===== config.mk =====
export PLATFORM = sky130hd
export DESIGN_NAME = bis_queue
export DESIGN_NICKNAME = d
export VERILOG_FILES = /design/src/rtl/core/bis_pkg.sv /design/src/rtl/core/bis_queue.sv
export SDC_FILE = /design/constraint.sdc
export NUM_CORES = 1
export LEC_CHECK = 0
export ABC_CLOCK_PERIOD_IN_PS = 20400
export BUFFER_PORTS_ARGS = -buffer_cell sky130_fd_sc_hd__buf_4
export CORE_MARGIN = 2
export CORE_UTILIZATION = 56
export DETAILED_ROUTE_END_ITERATION = 8
export PLACE_DENSITY_LB_ADDON = 0.08
export SLEW_MARGIN = 30
export SYNTH_ARGS = -nofsm -noshare
export SYNTH_HDL_FRONTEND = slang
export SYNTH_SLANG_ARGS = --single-unit

===== constraint.sdc =====
create_clock -name clk_i -period 20.4 [get_ports clk_i]
set_input_delay 1.02 -clock clk_i [delete_from_list [all_inputs] [get_ports clk_i]]
set_output_delay 1.02 -clock clk_i [all_outputs]
set_load 0.01 [all_outputs]

===== src/rtl/core/bis_pkg.sv =====
// Shared types and constants of the bilinear image scaler.
package bis_pkg;

  // Fixed field widths
  localparam int unsigned SampleBits = 16;
  localparam int unsigned CoordBits  = 10;
  localparam int unsigned IdxMaxBits = 12;  // source index, up to 4096 rows/cols
  localparam int unsigned WtMaxBits  = 17;  // weight up to 1.0 at 16 bits
  localparam int unsigned SizeBits   = 13;

  typedef enum logic [2:0] {
    CfgSrcRows = 3'd0,
    CfgSrcCols = 3'd1,
    CfgDstRows = 3'd2,
    CfgDstCols = 3'd3,
    CfgRowStep = 3'd4,
    CfgColStep = 3'd5,
    CfgSingle  = 3'd6
  } cfg_idx_e;

  typedef enum logic {
    CmdWrite   = 1'b0,
    CmdRequest = 1'b1
  } cmd_e;

  typedef struct packed {
    logic [8:0]  source_rows;
    logic [8:0]  source_cols;
    logic [10:0] target_rows;
    logic [10:0] target_cols;
    logic [23:0] row_step;
    logic [23:0] col_step;
    logic        single_channel;
  } cfg_t;

  typedef struct packed {
    logic                  command;
    logic [CoordBits-1:0]  pixel_row;
    logic [CoordBits-1:0]  pixel_col;
    logic [SampleBits-1:0] sample_a;
    logic [SampleBits-1:0] sample_b;
    logic [SampleBits-1:0] sample_c;
  } item_t;

  typedef struct packed {
    logic [CoordBits-1:0]  out_row;
    logic [CoordBits-1:0]  out_col;
    logic [SampleBits-1:0] out_a;
    logic [SampleBits-1:0] out_b;
    logic [SampleBits-1:0] out_c;
    logic                  range_error;
  } result_t;

  // Classified work handed from front to back
  typedef struct packed {
    logic                  is_write;
    logic                  err;
    logic [CoordBits-1:0]  row;
    logic [CoordBits-1:0]  col;
    logic [SampleBits-1:0] a;
    logic [SampleBits-1:0] b;
    logic [SampleBits-1:0] c;
    logic [IdxMaxBits-1:0] r0;
    logic [IdxMaxBits-1:0] c0;
    logic [WtMaxBits-1:0]  wr;
    logic [WtMaxBits-1:0]  wc;
  } job_t;

endpackage


===== src/rtl/core/bis_queue.sv =====
// Two-entry job queue between front and back.
module bis_queue (
  input  logic          clk_i,
  input  logic          rst_ni,
  input  logic          push_i,
  input  bis_pkg::job_t job_i,
  output logic          full_o,
  input  logic          pop_i,
  output logic          empty_o,
  output bis_pkg::job_t job_o
);
  import bis_pkg::*;

  job_t       mem_q [2];
  logic       wptr_q, wptr_d, rptr_q, rptr_d;
  logic [1:0] cnt_q, cnt_d;
  logic       do_push, do_pop;

  assign full_o  = (cnt_q == 2'd2);
  assign empty_o = (cnt_q == 2'd0);
  assign do_push = push_i && !full_o;
  assign do_pop  = pop_i && !empty_o;
  assign job_o   = mem_q[rptr_q];

  always_comb begin
    wptr_d = do_push ? ~wptr_q : wptr_q;
    rptr_d = do_pop ? ~rptr_q : rptr_q;
    cnt_d  = cnt_q + 2'(do_push) - 2'(do_pop);
  end

  always_ff @(posedge clk_i) begin
    if (do_push) begin
      mem_q[wptr_q] <= job_i;
    end
  end

  always_ff @(posedge clk_i or negedge rst_ni) begin
    if (!rst_ni) begin
      wptr_q <= 1'b0;
      rptr_q <= 1'b0;
      cnt_q  <= 2'd0;
    end else begin
      wptr_q <= wptr_d;
      rptr_q <= rptr_d;
      cnt_q  <= cnt_d;
    end
  end

endmodule


# Word-level counts from Yosys, hierarchy flattened

Memories as Yosys holds them, arrays and structs flattened.
Index checks and enable logic that the tools add are counted.

Reduce and logical (&&, ||, !) cells: 5
Multiplexer cells: 2
Bitwise operators: 2
Equal/unequal tests: 1
Add/subtract/negate cells: 2

Operators by type and width:

| cell                                  | number |
|---|---|
| adder 2 x 1 -> 2 bit                  | 1 |
| == test 2 bit (second input constant) | 1 |
| logical AND 1 bit                     | 2 |
| logical NOT 1 bit                     | 2 |
| logical NOT 2 bit                     | 1 |
| two-way mux 1 bit                     | 2 |
| inverter 1 bit                        | 2 |
| subtractor 2 x 1 -> 2 bit             | 1 |

Output and inout bits: 130
Memories kept: 1
Bits of input ports: 132
Memory bits (writable): 256
Register bits: 4

Memory list:

| name  | depth | bits a word | read ports | clocked after memory_dff | wr ports | line            | source |
|---|---|---|---|---|---|---|---|
| mem_q | 2     | 128         | 1          | 0                        | 1        | bis_queue.sv:14 | `job_t mem_q [2];` |

# Logic depth before layout (Yosys ltp)

Depth after elaboration: 5
Gate-level depth with buffers: 7
Depth with buffers taken out: 7

# Worst setup path before layout

Ideal clock, no wire load.

Kind: input port to flip-flop
Start: in push_i
End: mem mem_q[0][0] in the netlist's numbering (enable)
Library setup time: 617 ps
Path slack: 13351 ps
Buffers on the path: 0
Arrival time: 6433 ps
Stages: 2
Required time: 19783 ps
Path through: nand2_1 -> nor2_1

Word-level cells in the longest chain between the ends: 3

RTL lines:

| item                                    | line            | source |
|---|---|---|
| start: declaration                      | bis_queue.sv:5  | `input logic push_i,` |
| logical AND 1 bit                       | bis_queue.sv:21 | `assign do_push = push_i && !full_o;` |
| two-way mux 1 bit                       | bis_queue.sv:32 | `if (do_push) begin` |
| two-way mux 1 bit (not written as such) | bis_queue.sv:33 | `mem_q[wptr_q] <= job_i;` |
| end: declaration                        | bis_queue.sv:14 |  |

Every way passes these cells.

==> results.ini <==
[status]
status=completed

[placed_design]
dp_worst_setup_slack_ns=16.92
dp.final_hpwl_um=11900
port_buffers=261
place_congestion=0.744

[sta]
finalHoldViolCount=0
worst_pin_slew_ns=0.898
setup_violations=0
drv_slew=0
relSlewSlack=0.401
postLayoutSetupSlackWorst_ns=16.42
layout_min_cycle_time_ns=3.98
fmax_ghz=0.251
period_share=0.195
setup_tns_ns=0
rsz0062_at_grt=false
fin_skew_ns=0.00527

[global_route]
grt_max_degree=67
antenna_found_initial=1
grt_pass1_wl_um=26800
grt_pass1_vias=4971
grt_usage=0.195
grt_overflow=0

[yosys]
yosysMostFrequentCell=edfxtp_1
synth-seq-cells=260
syn_nets=550
yosysUniqueCellTypes=14
synth.avg_cell_area_um2=22.8
syn_inst=416
synth_ff_type=edfxtp_1
yosysTopAreaCell=edfxtp_1
yosysWarnings=0
async_reset_ff_frac=0.0154
syn_area_um2=9480
synth_edf_count=256
synth_common_cells=edfxtp_1, mux2_2, buf_6
yosysTopAreaCellShare=0.811
synthTopCellsByArea=edfxtp_1, mux2_2, buf_6
ys_seq_area_frac=0.822

[finish]
drive_gt1_frac=0.602
multi_input_area_um2=1540
num-nets-final=831
ff_latch_area_um2=7790
area_growth_pct=31.5
n_fill_cell=994

[route]
first_pass_iters=4
via_per_inst=5.14
antenna_left=0
wire_per_inst_um=19.2
vias=4817
drt_wl_total_um=18000
post-route-drc-count=0
drt_iter0_drc=218

[critical_path]
required_ns=19.38
ff2ff_path_depth=3
crit_type=reg -> out
crit_fanout=66
r2r_slack_ns=17.78
r2r_start=cnt_q[1]
critPathLaunchType=flip-flop
r2r-end=mem_q[1][127]
cp-end-kind=output port
worst_ep_arrival_time_ns=2.96

[floorplan]
core-area_um2=16600
dieArea_um2=18000
std_cell_rows=47
initial_core_util=0.572
fp.dieW_um=134
die_y_um=134
ios=262

[clocking]
clk_pin_slew_ns=0.06
numCtsBuffers=26
hold_buffers=0
cts_resized=0
clock_path_buffers=3
clock_latency_ns=0.51
cts.htree.levels=1
cts_setup_buffers=0
cts-root-buf=clkbuf_16
cts_tree=done
cts_sinks=260

[power]
vdd_ir_drop_max_mv=0.0899
power_density_nw_per_um2=142
p_leak_uw=0.00467

[flow_run]
maxCapViolCount=0

[min_path]
min_path_type=in -> async

==> critical path, stage by stage (launching register included) <==
cell and delay, ns:
dfrtp_4 1.00, buf_4 0.79, mux2_2 0.44, buf_4 0.15
==> area by class of cell <==
type | count | share of cell area
clock inverter | 4 | 0.00171
sequential | 260 | 0.625
clock buffer | 43 | 0.0622
timing repair buffer | 267 | 0.164
multi-input combinational | 140 | 0.124
antenna | 1 | 0.000201
inverter | 2 | 0.000602
tap | 220 | 0.0221
==> through the flow <==
stage               instances  instance area (µm²)  hold WS [ns]  power (µW)  utilization
floorplan                 416                 9480         0.461        1110            -
global placement          887                11600         0.489        1330        0.700
detailed placement        889                11700         0.514        1350        0.703
CTS                       936                12500         0.281        1790        0.751
global route              936                12500         0.274        1840        0.751
finish                    937                12500         0.302        1760        0.751
==> layer usage <==
metal,global-route usage,share of wire
met1,0.237,0.38
met2,0.337,0.51
met3,0.0673,0.092
met4,0.0480,0.019
met5,0,0
==> state kept, by name, indices dropped and copies added (netlist names) <==
signal / cells
mem_q: 256
cnt_q: 2
rptr_q: 1
wptr_q: 1
==> kinds of logic after synthesis <==
group | synth area share
simple gates | 0.00317
flops | 0.822
xor+xnor | 0.00370
buf+inv | 0.0168
mux | 0.152
fa+ha+maj | 0.00264
==> worst max path at each step <==
| stage | slack (ns) | cells after the start | startpoint | endpoint |
|---|---|---|---|---|
| finish | 16.42 | 3 | rptr_q | job_o[94] |
| global route | 16.23 | 3 | rptr_q | job_o[48] |
| CTS | 16.36 | 3 | rptr_q | job_o[78] |
| detailed placement | 16.92 | 3 | rptr_q | job_o[78] |
| global placement | 16.93 | 3 | rptr_q | job_o[78] |
| floorplan | 13.35 | 2 | push_i | mem_q[0][0] |
==> power by group <==
part / switching [µW] / internal [µW] / total, µW
Clock: 177 / 258 / 434
Combinational: 258 / 289 / 547
Sequential: 50.8 / 731 / 782
==> placed cells by master (no fill, tap or decap), types with 2 or more instances in the layout <==
cell       instances
buf_16             2
buf_4            265
clkbuf_1          12
clkbuf_16         27
clkbuf_8           4
clkinv_1           2
dfrtp_1            3
edfxtp_1         256
ha_1               2
inv_1              2
mux2_2           128
xnor2_1            3
No activity file was read; power rests on OpenSTA's default activity.
