**src/rtl/core/bis_pkg.sv**
```systemverilog
// Shared types and constants of the bilinear image scaler.
package bis_pkg;

  // Fixed field widths
  localparam int unsigned SampleBits = 16;
  localparam int unsigned CoordBits  = 10;
  localparam int unsigned IdxMaxBits = 12;  // source index, up to 4096 rows/cols
  localparam int unsigned WtMaxBits  = 17;  // weight up to 1.0 at 16 bits
  localparam int unsigned SizeBits   = 13;

  typedef enum logic [2:0] {
    CfgSrcRows = 3'd0,
    CfgSrcCols = 3'd1,
    CfgDstRows = 3'd2,
    CfgDstCols = 3'd3,
    CfgRowStep = 3'd4,
    CfgColStep = 3'd5,
    CfgSingle  = 3'd6
  } cfg_idx_e;

  typedef enum logic {
    CmdWrite   = 1'b0,
    CmdRequest = 1'b1
  } cmd_e;

  typedef struct packed {
    logic [8:0]  source_rows;
    logic [8:0]  source_cols;
    logic [10:0] target_rows;
    logic [10:0] target_cols;
    logic [23:0] row_step;
    logic [23:0] col_step;
    logic        single_channel;
  } cfg_t;

  typedef struct packed {
    logic                  command;
    logic [CoordBits-1:0]  pixel_row;
    logic [CoordBits-1:0]  pixel_col;
    logic [SampleBits-1:0] sample_a;
    logic [SampleBits-1:0] sample_b;
    logic [SampleBits-1:0] sample_c;
  } item_t;

  typedef struct packed {
    logic [CoordBits-1:0]  out_row;
    logic [CoordBits-1:0]  out_col;
    logic [SampleBits-1:0] out_a;
    logic [SampleBits-1:0] out_b;
    logic [SampleBits-1:0] out_c;
    logic                  range_error;
  } result_t;

  // Classified work handed from front to back
  typedef struct packed {
    logic                  is_write;
    logic                  err;
    logic [CoordBits-1:0]  row;
    logic [CoordBits-1:0]  col;
    logic [SampleBits-1:0] a;
    logic [SampleBits-1:0] b;
    logic [SampleBits-1:0] c;
    logic [IdxMaxBits-1:0] r0;
    logic [IdxMaxBits-1:0] c0;
    logic [WtMaxBits-1:0]  wr;
    logic [WtMaxBits-1:0]  wc;
  } job_t;

endpackage

```
**src/rtl/core/bis_front.sv**
```systemverilog
// Front end: accepts beats, checks range and maps coordinates to source index and weight.
module bis_front #(
  parameter int unsigned MAX_SOURCE_ROWS = 256,
  parameter int unsigned MAX_SOURCE_COLS = 256,
  parameter int unsigned WEIGHT_BITS     = 12
) (
  input  logic           clk_i,
  input  logic           rst_ni,
  input  logic           start,
  output logic           busy,
  input  bis_pkg::item_t item_i,
  input  bis_pkg::cfg_t  cfg_i,
  input  logic           q_full_i,
  output logic           push_o,
  output bis_pkg::job_t  job_o
);
  import bis_pkg::*;

  localparam logic [WtMaxBits-1:0] WtOne = WtMaxBits'(1) << WEIGHT_BITS;
  localparam logic [17:0]          WtRnd = 18'(1) << (16 - WEIGHT_BITS);

  // Clamp a configured size to 2..max
  function automatic logic [SizeBits-1:0] clamp_size(input logic [8:0] v,
                                                     input logic [SizeBits-1:0] maxv);
    logic [SizeBits-1:0] w;
    w = SizeBits'(v);
    if (w < SizeBits'(2)) return SizeBits'(2);
    if (w > maxv) return maxv;
    return w;
  endfunction

  // Split (d+0.5)*step - 0.5 into index and weight, clamping at both edges
  function automatic logic [IdxMaxBits+WtMaxBits-1:0] map_coord(
      input logic [34:0] prod, input logic [SizeBits-1:0] size);
    logic [35:0] t;
    logic [17:0] ip;
    logic [16:0] fr;
    logic [17:0] rsum;
    t    = {1'b0, prod} - 36'd65536;
    ip   = t[34:17];
    fr   = t[16:0];
    rsum = {1'b0, fr} + WtRnd;
    if (t[35]) return '0;
    if ({1'b0, ip} + 19'd1 >= 19'(size))
      return {IdxMaxBits'(size - SizeBits'(2)), WtOne};
    return {ip[IdxMaxBits-1:0], WtMaxBits'(rsum >> (17 - WEIGHT_BITS))};
  endfunction

  logic        s0_v_q, s0_v_d;
  item_t       s0_item_q;
  logic        s0_err_q;
  logic [34:0] s0_pr_q, s0_pc_q;
  logic        s1_v_q, s1_v_d;
  job_t        s1_job_q, s1_job_d;
  logic        en0, en1;
  logic [SizeBits-1:0] srows, scols;
  logic [IdxMaxBits+WtMaxBits-1:0] mr, mc;

  // Stall control
  assign en1    = !s1_v_q || !q_full_i;
  assign en0    = !s0_v_q || en1;
  assign busy   = !en0;
  assign push_o = s1_v_q;
  assign job_o  = s1_job_q;
  assign s0_v_d = en0 ? start : s0_v_q;
  assign s1_v_d = en1 ? s0_v_q : s1_v_q;

  // Stage 0: capture beat, range check, step products
  always_ff @(posedge clk_i) begin
    if (en0 && start) begin
      s0_item_q <= item_i;
      s0_err_q  <= ({1'b0, item_i.pixel_row} >= cfg_i.target_rows) ||
                   ({1'b0, item_i.pixel_col} >= cfg_i.target_cols);
      s0_pr_q   <= 35'({item_i.pixel_row, 1'b1} * cfg_i.row_step);
      s0_pc_q   <= 35'({item_i.pixel_col, 1'b1} * cfg_i.col_step);
    end
  end

  // Stage 1: coordinate mapping
  always_comb begin
    srows = clamp_size(cfg_i.source_rows, SizeBits'(MAX_SOURCE_ROWS));
    scols = clamp_size(cfg_i.source_cols, SizeBits'(MAX_SOURCE_COLS));
    mr    = map_coord(s0_pr_q, srows);
    mc    = map_coord(s0_pc_q, scols);
    s1_job_d.is_write = (s0_item_q.command == CmdWrite);
    s1_job_d.err      = s0_err_q;
    s1_job_d.row      = s0_item_q.pixel_row;
    s1_job_d.col      = s0_item_q.pixel_col;
    s1_job_d.a        = s0_item_q.sample_a;
    s1_job_d.b        = s0_item_q.sample_b;
    s1_job_d.c        = s0_item_q.sample_c;
    s1_job_d.r0       = mr[IdxMaxBits+WtMaxBits-1:WtMaxBits];
    s1_job_d.wr       = mr[WtMaxBits-1:0];
    s1_job_d.c0       = mc[IdxMaxBits+WtMaxBits-1:WtMaxBits];
    s1_job_d.wc       = mc[WtMaxBits-1:0];
  end

  always_ff @(posedge clk_i) begin
    if (en1 && s0_v_q) begin
      s1_job_q <= s1_job_d;
    end
  end

  always_ff @(posedge clk_i or negedge rst_ni) begin
    if (!rst_ni) begin
      s0_v_q <= 1'b0;
      s1_v_q <= 1'b0;
    end else begin
      s0_v_q <= s0_v_d;
      s1_v_q <= s1_v_d;
    end
  end

endmodule

```
**config.mk**
```make
export PLATFORM = sky130hd
export DESIGN_NAME = bis_front
export DESIGN_NICKNAME = d
export VERILOG_FILES = /design/src/rtl/core/bis_pkg.sv /design/src/rtl/core/bis_front.sv
export SDC_FILE = /design/constraint.sdc
export NUM_CORES = 2
export LEC_CHECK = 0
export BUFFER_PORTS_ARGS = -buffer_cell sky130_fd_sc_hd__buf_2
export CORE_MARGIN = 2
export CORE_UTILIZATION = 66
export CTS_CLUSTER_DIAMETER = 120
export DETAILED_ROUTE_END_ITERATION = 8
export HOLD_SLACK_MARGIN = 0.03
export PLACE_DENSITY = 0.88
export SETUP_SLACK_MARGIN = 0.3
export SYNTH_ARGS = -nofsm -noshare
export SYNTH_HDL_FRONTEND = slang
export SYNTH_SLANG_ARGS = --single-unit
```
**constraint.sdc**
```tcl
create_clock -name clk_i -period 21.9 [get_ports clk_i]
set_clock_uncertainty 0.1 [all_clocks]
set_input_delay 4.38 -clock clk_i [delete_from_list [all_inputs] [get_ports clk_i]]
set_output_delay 4.38 -clock clk_i [all_outputs]
set_load 0.01 [all_outputs]
```
; ---- Word-level counts from Yosys, hierarchy flattened
; Cells that the tools add are included.
[op_classes]
addsub = 8
n_reduce_logical = 9
n_bitwise = 1
magnitude_cmp = 8
n_mul = 2
mux = 28
[op_table]
columns = operator, count
row1 = $mux W29, 8
row2 = $mux W13, 8
row3 = $sub A35 B17 Y36 const B, 2
row4 = $mul A11 B24 Y35, 2
row5 = $add A18 B1 Y19 const B, 2
row6 = $ge A19 B13 Y1, 2
row7 = $add A17 B5 Y18 const B, 2
row8 = $sub A12 B2 Y12 const B, 2
row9 = $ge A10 B11 Y1, 2
row10 = $gt A9 B9 Y1 const B, 2
row11 = $lt A9 B2 Y1 const B, 2
row12 = $mux W1, 12
row13 = $logic_not A1 Y1, 4
row14 = $logic_or A1 B1 Y1, 3
row15 = $logic_and A1 B1 Y1, 2
row16 = $not A1 Y1, 1
[totals]
input_bits = 162
reg_bits = 270
output_inout_bits = 130
wordCells = 78

; ---- Longest topological paths before layout
[logic_depth]
ltp_word = 10
mapped_depth = 22
mapped_depth_nobuf = 21

; ---- Worst setup path before layout
; OpenSTA, ideal clock, no wires.
[synth_timing]
path_kind = input port to flip-flop
start = in q_full_i
end = reg s1_job_q, in the netlist job_o[0], enable pin
path_buffers = 0
path_stages = 1
slack_ns = 7.995
arrival_ns = 13.022
required_ns = 21.017
setup_ns = 0.783
path_cell_list = a21boi_0
[synth_between]
elab_chain_cells = 3
[synth_rtl]
columns = item, line_no
row1 = "start, declared", bis_front.sv:13  ; input logic q_full_i,
row2 = $logic_not A1 Y1, bis_front.sv:60  ; assign en1 = !s1_v_q || !q_full_i;
row3 = $logic_or A1 B1 Y1, bis_front.sv:60
row4 = $logic_and A1 B1 Y1, bis_front.sv:99  ; if (en1 && s0_v_q) begin
row5 = "end signal, assigned", bis_front.sv:100  ; s1_job_q <= s1_job_d;
row6 = "end, declared", bis_front.sv:54  ; job_t s1_job_q, s1_job_d;
; No other way between the ends.
; A chain may end at the register's enable or synchronous reset.

; ---- Final worst setup path
[layout_timing]
start = in item_i[54] in the netlist's numbering
end = reg s0_pc_q[31] (data pin)
[layout_between]
elab_chain_cells = 1
[layout_rtl]
columns = item, line_no
row1 = "start, declared", bis_front.sv:11  ; input bis_pkg::item_t item_i,
row2 = $mul A11 B24 Y35, bis_front.sv:75  ; s0_pc_q <= 35'({item_i.pixel_col, 1'b1} * cfg_i.col_step);
row3 = "end signal, assigned", bis_front.sv:75
row4 = "end, declared", bis_front.sv:52  ; logic [34:0] s0_pr_q, s0_pc_q;
; No other way between the ends.

==> impl_metrics.csv <==
group,metric,value,unit
sta,final_period_minus_worst_setup_slack,10410,ps
setup_path,cp_data_arrival_time,10670,ps
finish,num-fill-cells,2750,
floorplan,die_x,211,µm
yosys,synth_area,28200,µm²
power_and_ir_drop,irDropWorstVdd,134,µV
power_and_ir_drop,sw_frac_of_total,0.473,
setup_path,critical_path_required,22160,ps
routing,detail_route.iter0.violations,2050,
routing,final_antenna_net_count,0,
yosys,seq_area_frac_synth,0.270,
sta,rsz0062_at_grt,"no",
routing,routed_wirelength,65200,µm
finish,multi_input_area,18200,µm²
global_route,global_route_wire_length_before_repair,107000,µm
yosys,postSynth.topFlopCell,"edfxtp_1",
routing,drt-wirelength-per-cell,18.3,µm
sta,final_slew_violations,0,
yosys,synth-edff-count,252,
power_and_ir_drop,total_switching_power,2.17,mW
global_route,first_global_vias,22200,
floorplan,design.portCount,292,
clocking,cts_tree,"yes",
clocking,cts-root-to-sink-buffers,3,
sta,final_min_period_over_clock_period,0.475,
place,port_buffers,282,
clocking,clock_tree.root_cell,"clkbuf_16",
finish,post_route_cells_drive_above_1_share,0.129,
sta,timing.final.ws_setup,11490,ps
power_and_ir_drop,intPower,2.42,mW
yosys,async_reset_ff_frac,0.00787,
floorplan,start_util,0.670,
yosys,syn_area_per_cell,10.0,µm²
setup_path,r2r_cells,17,
global_route,number_of_antenna_violations_at_the_first_check_in_global_routing,2,
worst_hold_path,worstHoldPathCells,0,
place,placedCellCount,3519,
finish,areaGrowthSynthToFinish,9.41,%
yosys,yosys-top-cells-area,"fa_1, edfxtp_1, ha_1",
worst_hold_path,hold_path_class,"flop to flop",
setup_path,critical_path.endpoint_type,"flop",
routing,routed_via_density,5.87,
sta,hold_violations,0,
run_status,status,"completed",
sta,finalSetupViolCount,0,
power_and_ir_drop,pwr-share-seq,0.193,
power_and_ir_drop,power.share.combinational,0.698,
clocking,clk_pin_slew_worst_paths,60,ps
finish,area.sequential,7620,µm²
global_route,grt_use_total,0.299,
setup_path,r2r_setup_slack,16980,ps
clocking,tritoncts_num_sinks,254,
yosys,post_synth_inst_count,2807,
floorplan,floorplan.die_area,44400,µm²
finish,final_cell_mix,"inv_1, fa_1, nand2_1",
yosys,synth.yosys.warnings,0,
sta,transition_time_at_the_pin_with_the_least_slew_margin,992,ps
yosys,synthDistinctLibCells,99,
finish,finalNetCount,3752,
sta,setup-tns-final,0,ps
clocking,cts-resized-gates,0,
place,placement.setup.worst_slack,10980,ps
power_and_ir_drop,power.density_cell_area,149,nW/µm²
sta,achievable-frequency,0.0961,GHz
flow_run,max_cap_violations,0,
sta,worst_slew_margin_rel,0.339,
sta,hold_ws,317,ps
clocking,number_of_buffers_inserted_during_clock_tree_synthesis,28,
power_and_ir_drop,power_leakage,14.5,nW
finish,instances_no_fill,3572,
place,detailedPlacementHpwl,50000,µm
finish,layout.cells.most_common,"inv_1",
routing,first_pass_iters,6,
clocking,post_cts_setup_buffer_count,0,
clocking,clock_insertion_delay_worst_skew,590,ps
routing,detailroute.via_count,21000,
floorplan,placement_rows,75,
routing,drc,0,
yosys,synthDominantAreaCellType,"fa_1",
global_route,pin_count_of_the_biggest_net_entering_global_routing,78,
power_and_ir_drop,final_total_pwr,4.59,mW
place,routabilityCongestion,0.916,
yosys,synth.ff_latch_count,254,
power_and_ir_drop,clockPowerShare,0.109,
clocking,cts_hold_repair.buffers,0,
worst_hold_path,holdPathEnd,"job_o[109]$_DFFE_PP_",
setup_path,top_fanout_value_on_the_critical_path,26,
place,placement.cell_area,29900,µm²
global_route,total_congestion_overflow_after_global_routing,0,
setup_path,rr_endpoint,"job_o[40]$_SDFFCE_PN0P_",
floorplan,die-height,211,µm
finish,stdcell_area,30800,µm²
setup_path,crit-reg2reg-launch,"s0_pc_q[16]$_DFFE_PP_",
worst_hold_path,worstHoldStart,"s0_item_q[51]$_DFFE_PP_",
setup_path,worst_setup_path_start_kind,"input port",
clocking,cts-htree-levels,1,
yosys,synth_largest_type_area_fraction,0.280,
finish,final_core_utilization,0.734,
setup_path,worst-setup-path-type,"input port to flop",
floorplan,floorplan.core_area,42000,µm²
-- worst max-delay path by stage --
stage	startpoint	slack, ps	end
2_1_floorplan	q_full_i	7990	job_o[0]$_SDFFCE_PP0P_
3_3_place_gp	item_i[54]	11260	s0_pc_q[31]$_DFFE_PP_
3_5_place_dp	item_i[54]	10980	s0_pc_q[31]$_DFFE_PP_
4_1_cts	item_i[54]	11570	s0_pc_q[31]$_DFFE_PP_
5_1_grt	item_i[51]	11220	s0_pc_q[31]$_DFFE_PP_
6_report	item_i[54]	11490	s0_pc_q[31]$_DFFE_PP_
-- logic make-up after synthesis --
kind of cell               share of synthesized area
AOI/OAI and AO/OA                             0.0767
xor gates and xnor gates                      0.0406
adders and majority gates                      0.362
buffers and inverters                         0.0870
DFF                                            0.270
muxes                                        0.00342
other                                       0.000133
and+or+nand+nor                                0.160
-- final cells by class --
| cell class | instances | area share |
|---|---|---|
| antenna | 2 | 0.000162 |
| clock buffer | 30 | 0.0230 |
| clock inverter | 21 | 0.00893 |
| inverter | 515 | 0.0627 |
| multi-input combinational | 1924 | 0.589 |
| sequential | 254 | 0.247 |
| tap | 539 | 0.0219 |
| timing repair buffer | 287 | 0.0470 |
-- sequential cells by signal, indices dropped and copies added, names as in the netlist --
| name | count |
|---|---|
| s0_v_q | 1 |
| s0_pc_q | 31 |
| job_o | 120 |
| s0_err_q | 1 |
| push_o | 1 |
| s0_pr_q | 31 |
| s0_item_q | 69 |
-- Yosys cell counts (9+ instances only) --
library cell and instances:
nand3_1 37, nand2_1 377, a21oi_1 83, a21boi_0 9, nand4_1 21, a21o_1 29
nand2b_1 22, xnor2_1 86, and2_1 180, clkbuf_1 105, edfxtp_1 252, and3_1 19
o31a_1 9, nor2_1 99, a31oi_1 12, or3_1 14, o21a_1 19, o31ai_1 10
xor2_1 41, inv_1 513, or4_1 11, ha_1 186, nor3_1 23, buf_4 9
nor2b_1 17, fa_1 394, or2_2 9, nor4_1 17, o21ai_0 54
-- critical path, cell delays in order --
cell and delay [ps]:
buf_2 460, nand2_1 170, fa_1 570, inv_1 50, fa_1 470, fa_1 520
fa_1 560, inv_1 60, fa_1 520, inv_1 40, ha_1 350, and3_1 250
and3_1 190, a21o_1 200, o21ai_0 460, o22ai_1 240, a41o_1 320, a41oi_1 350
nor2_1 110, o311ai_0 360
-- power by group through the flow --
stage	combinational [mW]	clock (mW)	sequential, mW
after floorplan	2.44	0	0.861
after global placement	2.97	0	0.888
after detailed placement	3.13	0	0.894
after CTS	3.16	0.508	0.884
after global routing	3.59	0.525	0.901
final	3.21	0.500	0.887
-- routing by layer --
layer / part of all wire / global-route usage
met1: 0.39 / 0.385
met2: 0.48 / 0.504
met3: 0.096 / 0.0613
met4: 0.035 / 0.113
met5: 0 / 0
(Power assumes the default switching activity.)
